$ cat src/hw/rtl/tlbl_pkg.sv
package tlbl_pkg;

	// Field widths fixed by the request and response words
	localparam int VPAGE_BITS  = 36;
	localparam int PPAGE_BITS  = 20;
	localparam int OFFSET_BITS = 12;
	localparam int PA_BITS     = 32;

	// Default line counts (each a power of two)
	localparam int INSTR_L1_LINES_DEF = 16;
	localparam int DATA_L1_LINES_DEF  = 16;
	localparam int L2_LINES_DEF       = 64;

	// Depth of the queue between front and back
	localparam int Q_DEPTH = 2;

	// Action codes of a request word
	localparam logic ACT_TRANSLATE = 1'b0;
	localparam logic ACT_FLUSH     = 1'b1;

	// Flush targets of a request word
	localparam logic [1:0] TGT_INSTR_L1 = 2'd0;
	localparam logic [1:0] TGT_DATA_L1  = 2'd1;
	localparam logic [1:0] TGT_L2       = 2'd2;

	typedef enum logic [2:0] {
		OP_TRANSLATE,
		OP_FLUSH_I,
		OP_FLUSH_D,
		OP_FLUSH_L2,
		OP_NOP
	} op_t;

	typedef enum logic {
		BK_IDLE,
		BK_EXEC
	} bk_state_t;

	typedef struct packed {
		logic                   action;
		logic [1:0]             flush_target;
		logic                   is_instruction;
		logic [VPAGE_BITS-1:0]  virtual_page;
		logic [OFFSET_BITS-1:0] byte_offset;
		logic [PPAGE_BITS-1:0]  walk_page;
		logic                   walk_ok;
	} req_t;

	typedef struct packed {
		logic               hit;
		logic [PA_BITS-1:0] phys_addr;
		logic               status;
	} rsp_t;

	// Classified word held in the queue
	typedef struct packed {
		op_t                    op;
		logic                   is_instruction;
		logic [VPAGE_BITS-1:0]  virtual_page;
		logic [OFFSET_BITS-1:0] byte_offset;
		logic [PPAGE_BITS-1:0]  walk_page;
		logic                   walk_ok;
	} q_word_t;

	// Build the physical address: page above the offset, low bits kept
	function automatic logic [PA_BITS-1:0] phys_of(logic [PPAGE_BITS-1:0] pp,
		logic [OFFSET_BITS-1:0] off);
		logic [63:0] wide;
		wide = 64'({pp, off});
		return wide[PA_BITS-1:0];
	endfunction

endpackage

$ cat src/hw/rtl/tlbl_front.sv
module tlbl_front (
	input  logic              clk,
	input  logic              arst_n,
	input  logic              req_valid,
	output logic              req_stall,
	input  tlbl_pkg::req_t    req,
	output logic              q_valid,
	output tlbl_pkg::q_word_t q_word,
	input  logic              q_pop
);
	import tlbl_pkg::*;

	localparam int PTR_W = $clog2(Q_DEPTH);
	localparam int CNT_W = $clog2(Q_DEPTH + 1);
	localparam logic [CNT_W-1:0] CNT_FULL = CNT_W'(Q_DEPTH);
	localparam logic [PTR_W-1:0] PTR_LAST = PTR_W'(Q_DEPTH - 1);

	q_word_t          slot_q [Q_DEPTH];
	logic [PTR_W-1:0] wr_ptr_q;
	logic [PTR_W-1:0] rd_ptr_q;
	logic [CNT_W-1:0] count_q;
	logic             push;
	op_t              op;
	q_word_t          word;

	// Classify the incoming word
	always_comb begin
		op = OP_TRANSLATE;
		if (req.action == ACT_FLUSH) begin
			case (req.flush_target)
				TGT_INSTR_L1: op = OP_FLUSH_I;
				TGT_DATA_L1:  op = OP_FLUSH_D;
				TGT_L2:       op = OP_FLUSH_L2;
				default:      op = OP_NOP;
			endcase
		end
		word.op             = op;
		word.is_instruction = req.is_instruction;
		word.virtual_page   = req.virtual_page;
		word.byte_offset    = req.byte_offset;
		word.walk_page      = req.walk_page;
		word.walk_ok        = req.walk_ok;
	end

	assign req_stall = (count_q == CNT_FULL);
	assign push      = req_valid && !req_stall;
	assign q_valid   = (count_q != '0);
	assign q_word    = slot_q[rd_ptr_q];

	// Store pushed words
	always_ff @(posedge clk) begin
		if (push) begin
			slot_q[wr_ptr_q] <= word;
		end
	end

	// Advance pointers and count
	always_ff @(posedge clk or negedge arst_n) begin
		if (!arst_n) begin
			wr_ptr_q <= '0;
			rd_ptr_q <= '0;
			count_q  <= '0;
		end else begin
			if (push) begin
				wr_ptr_q <= (wr_ptr_q == PTR_LAST) ? '0 : wr_ptr_q + 1'b1;
			end
			if (q_pop) begin
				rd_ptr_q <= (rd_ptr_q == PTR_LAST) ? '0 : rd_ptr_q + 1'b1;
			end
			if (push && !q_pop) begin
				count_q <= count_q + 1'b1;
			end else if (q_pop && !push) begin
				count_q <= count_q - 1'b1;
			end
		end
	end

	a_no_pop_empty: assert property (@(posedge clk) disable iff (!arst_n)
		q_pop |-> count_q != '0)
		else $error("queue popped while empty");

	a_count_up: assert property (@(posedge clk) disable iff (!arst_n)
		(push && !q_pop) |=> count_q == $past(count_q) + 1'b1)
		else $error("queue count did not advance on push");

	a_count_down: assert property (@(posedge clk) disable iff (!arst_n)
		(q_pop && !push) |=> count_q == $past(count_q) - 1'b1)
		else $error("queue count did not drop on pop");

endmodule

$ cat config.mk
export PLATFORM = sky130hd
export DESIGN_NAME = tlbl_front
export DESIGN_NICKNAME = d
export VERILOG_FILES = /design/src/hw/rtl/tlbl_pkg.sv /design/src/hw/rtl/tlbl_front.sv
export SDC_FILE = /design/constraint.sdc
export NUM_CORES = 1
export LEC_CHECK = 0
export BUFFER_PORTS_ARGS = -buffer_cell sky130_fd_sc_hd__buf_4
export CAP_MARGIN = 20
export CORE_UTILIZATION = 41
export CTS_CLUSTER_DIAMETER = 150
export DETAILED_ROUTE_END_ITERATION = 8
export PLACE_DENSITY = 0.64
export SLEW_MARGIN = 10
export SYNTH_ARGS = -nofsm -noshare
export SYNTH_HDL_FRONTEND = slang
export SYNTH_SLANG_ARGS = --single-unit
$ cat constraint.sdc
create_clock -name clk -period 4.5 [get_ports clk]
set_input_delay 0.675 -clock clk [delete_from_list [all_inputs] [get_ports clk]]
set_output_delay 0.675 -clock clk [all_outputs]
set_load 0.01 [all_outputs]
# After elaboration in Yosys (flattened, before gate mapping)
# Memories as Yosys holds them, arrays and structs flattened.
# Cells that the tools add are included.
[word_totals]
ram_bits = 146
memories = 1
output_inout_bits = 75
regBits = 4
[op_classes]
eq_ne = 3
n_addsub = 4
n_reduce_logical = 9
muxes = 8
[memory_table]
columns = ["memory", "words", "word_bits", "rd", "rd_clocked_by_memory_dff", "write_ports", "line_no", "source"]
rows = [
  ["slot_q", 2, 73, 1, 0, 1, "tlbl_front.sv:18", "q_word_t slot_q [Q_DEPTH];"],
]
[ops]
columns = ["op", "count"]
rows = [
  ["case mux 3 bit (3 select lines)", 1],
  ["equality test 2 bit (second input constant)", 2],
  ["two-way mux 1 bit", 4],
  ["two-way mux 2 bit", 2],
  ["nonzero test 2 bit", 2],
  ["logical AND 1 bit", 3],
  ["logical NOT 1 bit", 3],
  ["two-way mux 3 bit", 1],
  ["adder 1 bit (second input constant)", 2],
  ["adder 2 x 1 -> 2 bit (second input constant)", 1],
  ["equality test 2 x 1 -> 1 bit (second input constant)", 1],
  ["logical NOT 2 bit", 1],
  ["subtractor 2 x 1 -> 2 bit (second input constant)", 1],
]

# Longest topological paths before layout
[depth]
depth_word = 7
depth_mapped = 7
ltp_nobuf = 7

# Least setup slack after synthesis
# OpenSTA, ideal clock, no wires.
[synth_path]
kind = "input -> register"
start = "in req_valid"
end = "mem slot_q[0][0] in the netlist's numbering, enable pin"
stages = 2
required_ns = 3.996
setup_ns = 0.504
arrival_ns = 3.811
n_path_buf = 0
slack_ns = 0.184
path_cell_list = "nand2_1 nor2_1"
[synth_via]
elab_chain_len = 3
[synth_lines]
columns = ["item", "line_no", "source"]
rows = [
  ["from (decl)", "tlbl_front.sv:4", "input logic req_valid,"],
  ["logical AND 1 bit", "tlbl_front.sv:46", "assign push = req_valid && !req_stall;"],
  ["two-way mux 1 bit", "tlbl_front.sv:52", "if (push) begin"],
  ["two-way mux 1 bit (implied by the code)", "tlbl_front.sv:53", "slot_q[wr_ptr_q] <= word;"],
  ["to (decl)", "tlbl_front.sv:18", ""],
]
# Every way passes these cells.

==> reports/qor.yml <==
timing:
  min_period_ns: 3.12
  tightest_slew_ns: 1.05
  worst_clock_skew_ns: 0.00754
  finalSetupViolations: 0
  relSlewSlack: 0.299
  fin_ws_ns: 1.38
  hold_viol: 0
  fin_crit_sh: 0.692
  setup_tns_ns: 0
  rsz0062_at_grt: "no"
  slew_viol_final: 0
  max_freq_mhz: 321
  hold_ws_ns: 0.0473
global_route:
  grt_use_total: 0.138
  grt_pass1_vias: 2709
  antenna_found_initial: 0
  grt_max_degree: 74
  grt_pass1_wl_mm: 14.5
  grt_overflow: 0
floorplanning:
  die_x_microns: 120
  die-area_sq_mm: 0.0145
  pin_count: 152
  dieHeight_microns: 120
  core_sq_mm: 0.0135
  rows: 42
  initial_core_util: 0.427
routing:
  wirelength_mm: 9.72
  drtAntennaViolNets: 0
  vias: 2754
  wire_per_inst_microns: 16.1
  drcViolationCount: 0
  viasPerCell: 4.56
  first_pass_iters: 4
  drt_iter0_drc: 171
critical_path:
  critPathMostFrequentCell: "buf_4"
  critPathSlowestCell: "dfrtp_4"
  crit_family: "flip-flops"
  critical_path_class: "flip-flop to primary output"
  cp_num_cells: 3
  path_max_fanout: 56
  crit_buf_inv: 2
  crit_required_ns: 3.83
  end_kind: "primary output"
  arrival_ns: 2.44
  r2r_cells: 4
  cp-start-kind: "flip-flop"
  crit_path_max_incr_delay_ns: 1.07
  crit_chain: "buf_4, mux2_2, buf_4"
yosys:
  synth_area_leaders: "edfxtp_1, mux2_4, mux2_2, dfrtp_1, buf_6"
  avgSynthCellArea_sq_um: 23.0
  synthXorXnorAreaFrac: 0.00762
  synthAdderAreaFrac: 0.00436
  yosysTopAreaCell: "edfxtp_1"
  ys_ff_latch: 150
  ys_types: 17
  synth_seq_area_share: 0.781
  synth_fp_nets: 329
  ys.warnings.count: 0
  synth_area_sq_mm: 0.00574
  postSynthCellCount: 250
  synth_compound_area_frac: 0
  synthSimpleGateAreaFrac: 0.00849
  synth_top_family_by_area: "multiplexers"
  yosysTopAreaCellShare: 0.763
  synthMuxAreaShare: 0.182
clock_tree:
  cts_setup_buffers: 0
  root_buffer: "clkbuf_16"
  clk_latency_ns: 0.41
  cts_tree: "built"
  cts_sinks: 150
  cts_hold_buf: 0
  clock_path_buffers: 2
  numCtsBuffers: 17
  clk_pin_slew_worst_paths_ns: 0.06
  h-tree-depth: 4
  post_cts_resized: 0
pwr:
  powerDensity_mw_per_mm2: 661
  power_mw: 5.07
  internal-power_mw: 3.72
  p_comb_frac: 0.304
  pwr-share-seq: 0.420
  p_clk_frac: 0.276
  p_leak_nw: 3.06
  p_switching_mw: 1.34
  ir_worst_vdd_v: 0.000337
  swShare: 0.265
place:
  postPlaceCellArea_sq_mm: 0.00707
  gp_congestion: 0.666
  dp_cells: 572
  dp_slack_ns: 1.80
  io_buffers: 151
  place_hpwl_mm: 6.17
layout:
  fillers: 1052
  final_area_sq_mm: 0.00766
  multiInputGateArea_sq_mm: 0.00118
  syn_to_final_growth_pct: 33.4
  nets: 494
  layout-drive-gt1-share: 0.607
  regArea_sq_mm: 0.00449
  fin_util: 0.570
  diodes: 0
  finalNonFillerCells: 604
min_path:
  worstHoldPathType: "input pin to async pin"
flow_run:
  maxCapViolCount: 0
status:
  outcome: "complete, no violations"
## worst paths after layout
kind,from,end,slack [ns]
max in group asynchronous,arst_n,rd_ptr_q,4.33
hold reg to reg,count_q[1],count_q[1],0.52
setup reg to reg,count_q[0],slot_q[0][23],2.35
setup / recovery,rd_ptr_q,q_word[67],1.38
min in group clk,req[21],slot_q[0][21],0.44
hold / removal,arst_n,wr_ptr_q,0.05
## Yosys cell counts
cell	n
edfxtp_1	146
mux2_4	60
mux2_2	13
buf_6	7
dfrtp_1	4
inv_1	3
xor2_1	3
and2_1	2
ha_1	2
nor2_1	2
xnor2_1	2
and3_1	1
buf_2	1
nand2_1	1
nand2b_1	1
nor2b_1	1
or2_2	1
## power groups by stage
stage                     clock network (mW)  registers, mW  logic, mW
after floorplan                            0           2.03       1.06
after global placement                     0           2.16       1.56
after detailed placement                   0           2.17       1.57
after CTS                               1.43           2.14       1.58
after global routing                    1.48           2.17       1.65
final                                   1.40           2.13       1.54
## cells in the final DEF, fill, tap and decap left out, drive strengths merged
cell,count
xnor2,2
inv,3
nand2,1
clkinv,3
and2,2
nand2b,1
mux2,73
clkinvlp,2
nor2b,1
nor2,2
ha,2
dfrtp,4
xor2,3
or2,1
bufinv,2
and3,1
clkbuf,25
edfxtp,146
buf,154
## layer usage
metal / routed length, microns / vias up / part of all wire / track usage
met5: 0 / - / 0 / 0
met4: 173 / 0 / 0.018 / 0.0718
met3: 733 / 16 / 0.075 / 0.0571
met2: 4410 / 110 / 0.45 / 0.203
met1: 4410 / 1321 / 0.45 / 0.176
li1: - / 1307 / - / -
## logic make-up (layout without fill, tap and decap cells)
kind of cell               count (synthesis)  in the layout
and+or+nand+nor                            9              9
muxes                                     73             73
adders and majority gates                  2              2
buffers and inverters                     11            189
DFF                                      150            150
xor gates and xnor gates                   5              5
## sequential cells by signal, indices dropped and copies added, names as in the netlist
name      count
slot_q      146
rd_ptr_q      1
count_q       2
wr_ptr_q      1
## area by class of cell
class                           instances  share of cell area
Inverter                                3             0.00147
Tap cell                              176              0.0287
Clock buffer                           25              0.0659
Timing Repair Buffer                  154               0.152
Multi-Input combinational cell         89               0.154
Sequential cell                       150               0.586
Clock inverter                          7              0.0122
No activity file was read; power rests on OpenSTA's default activity.
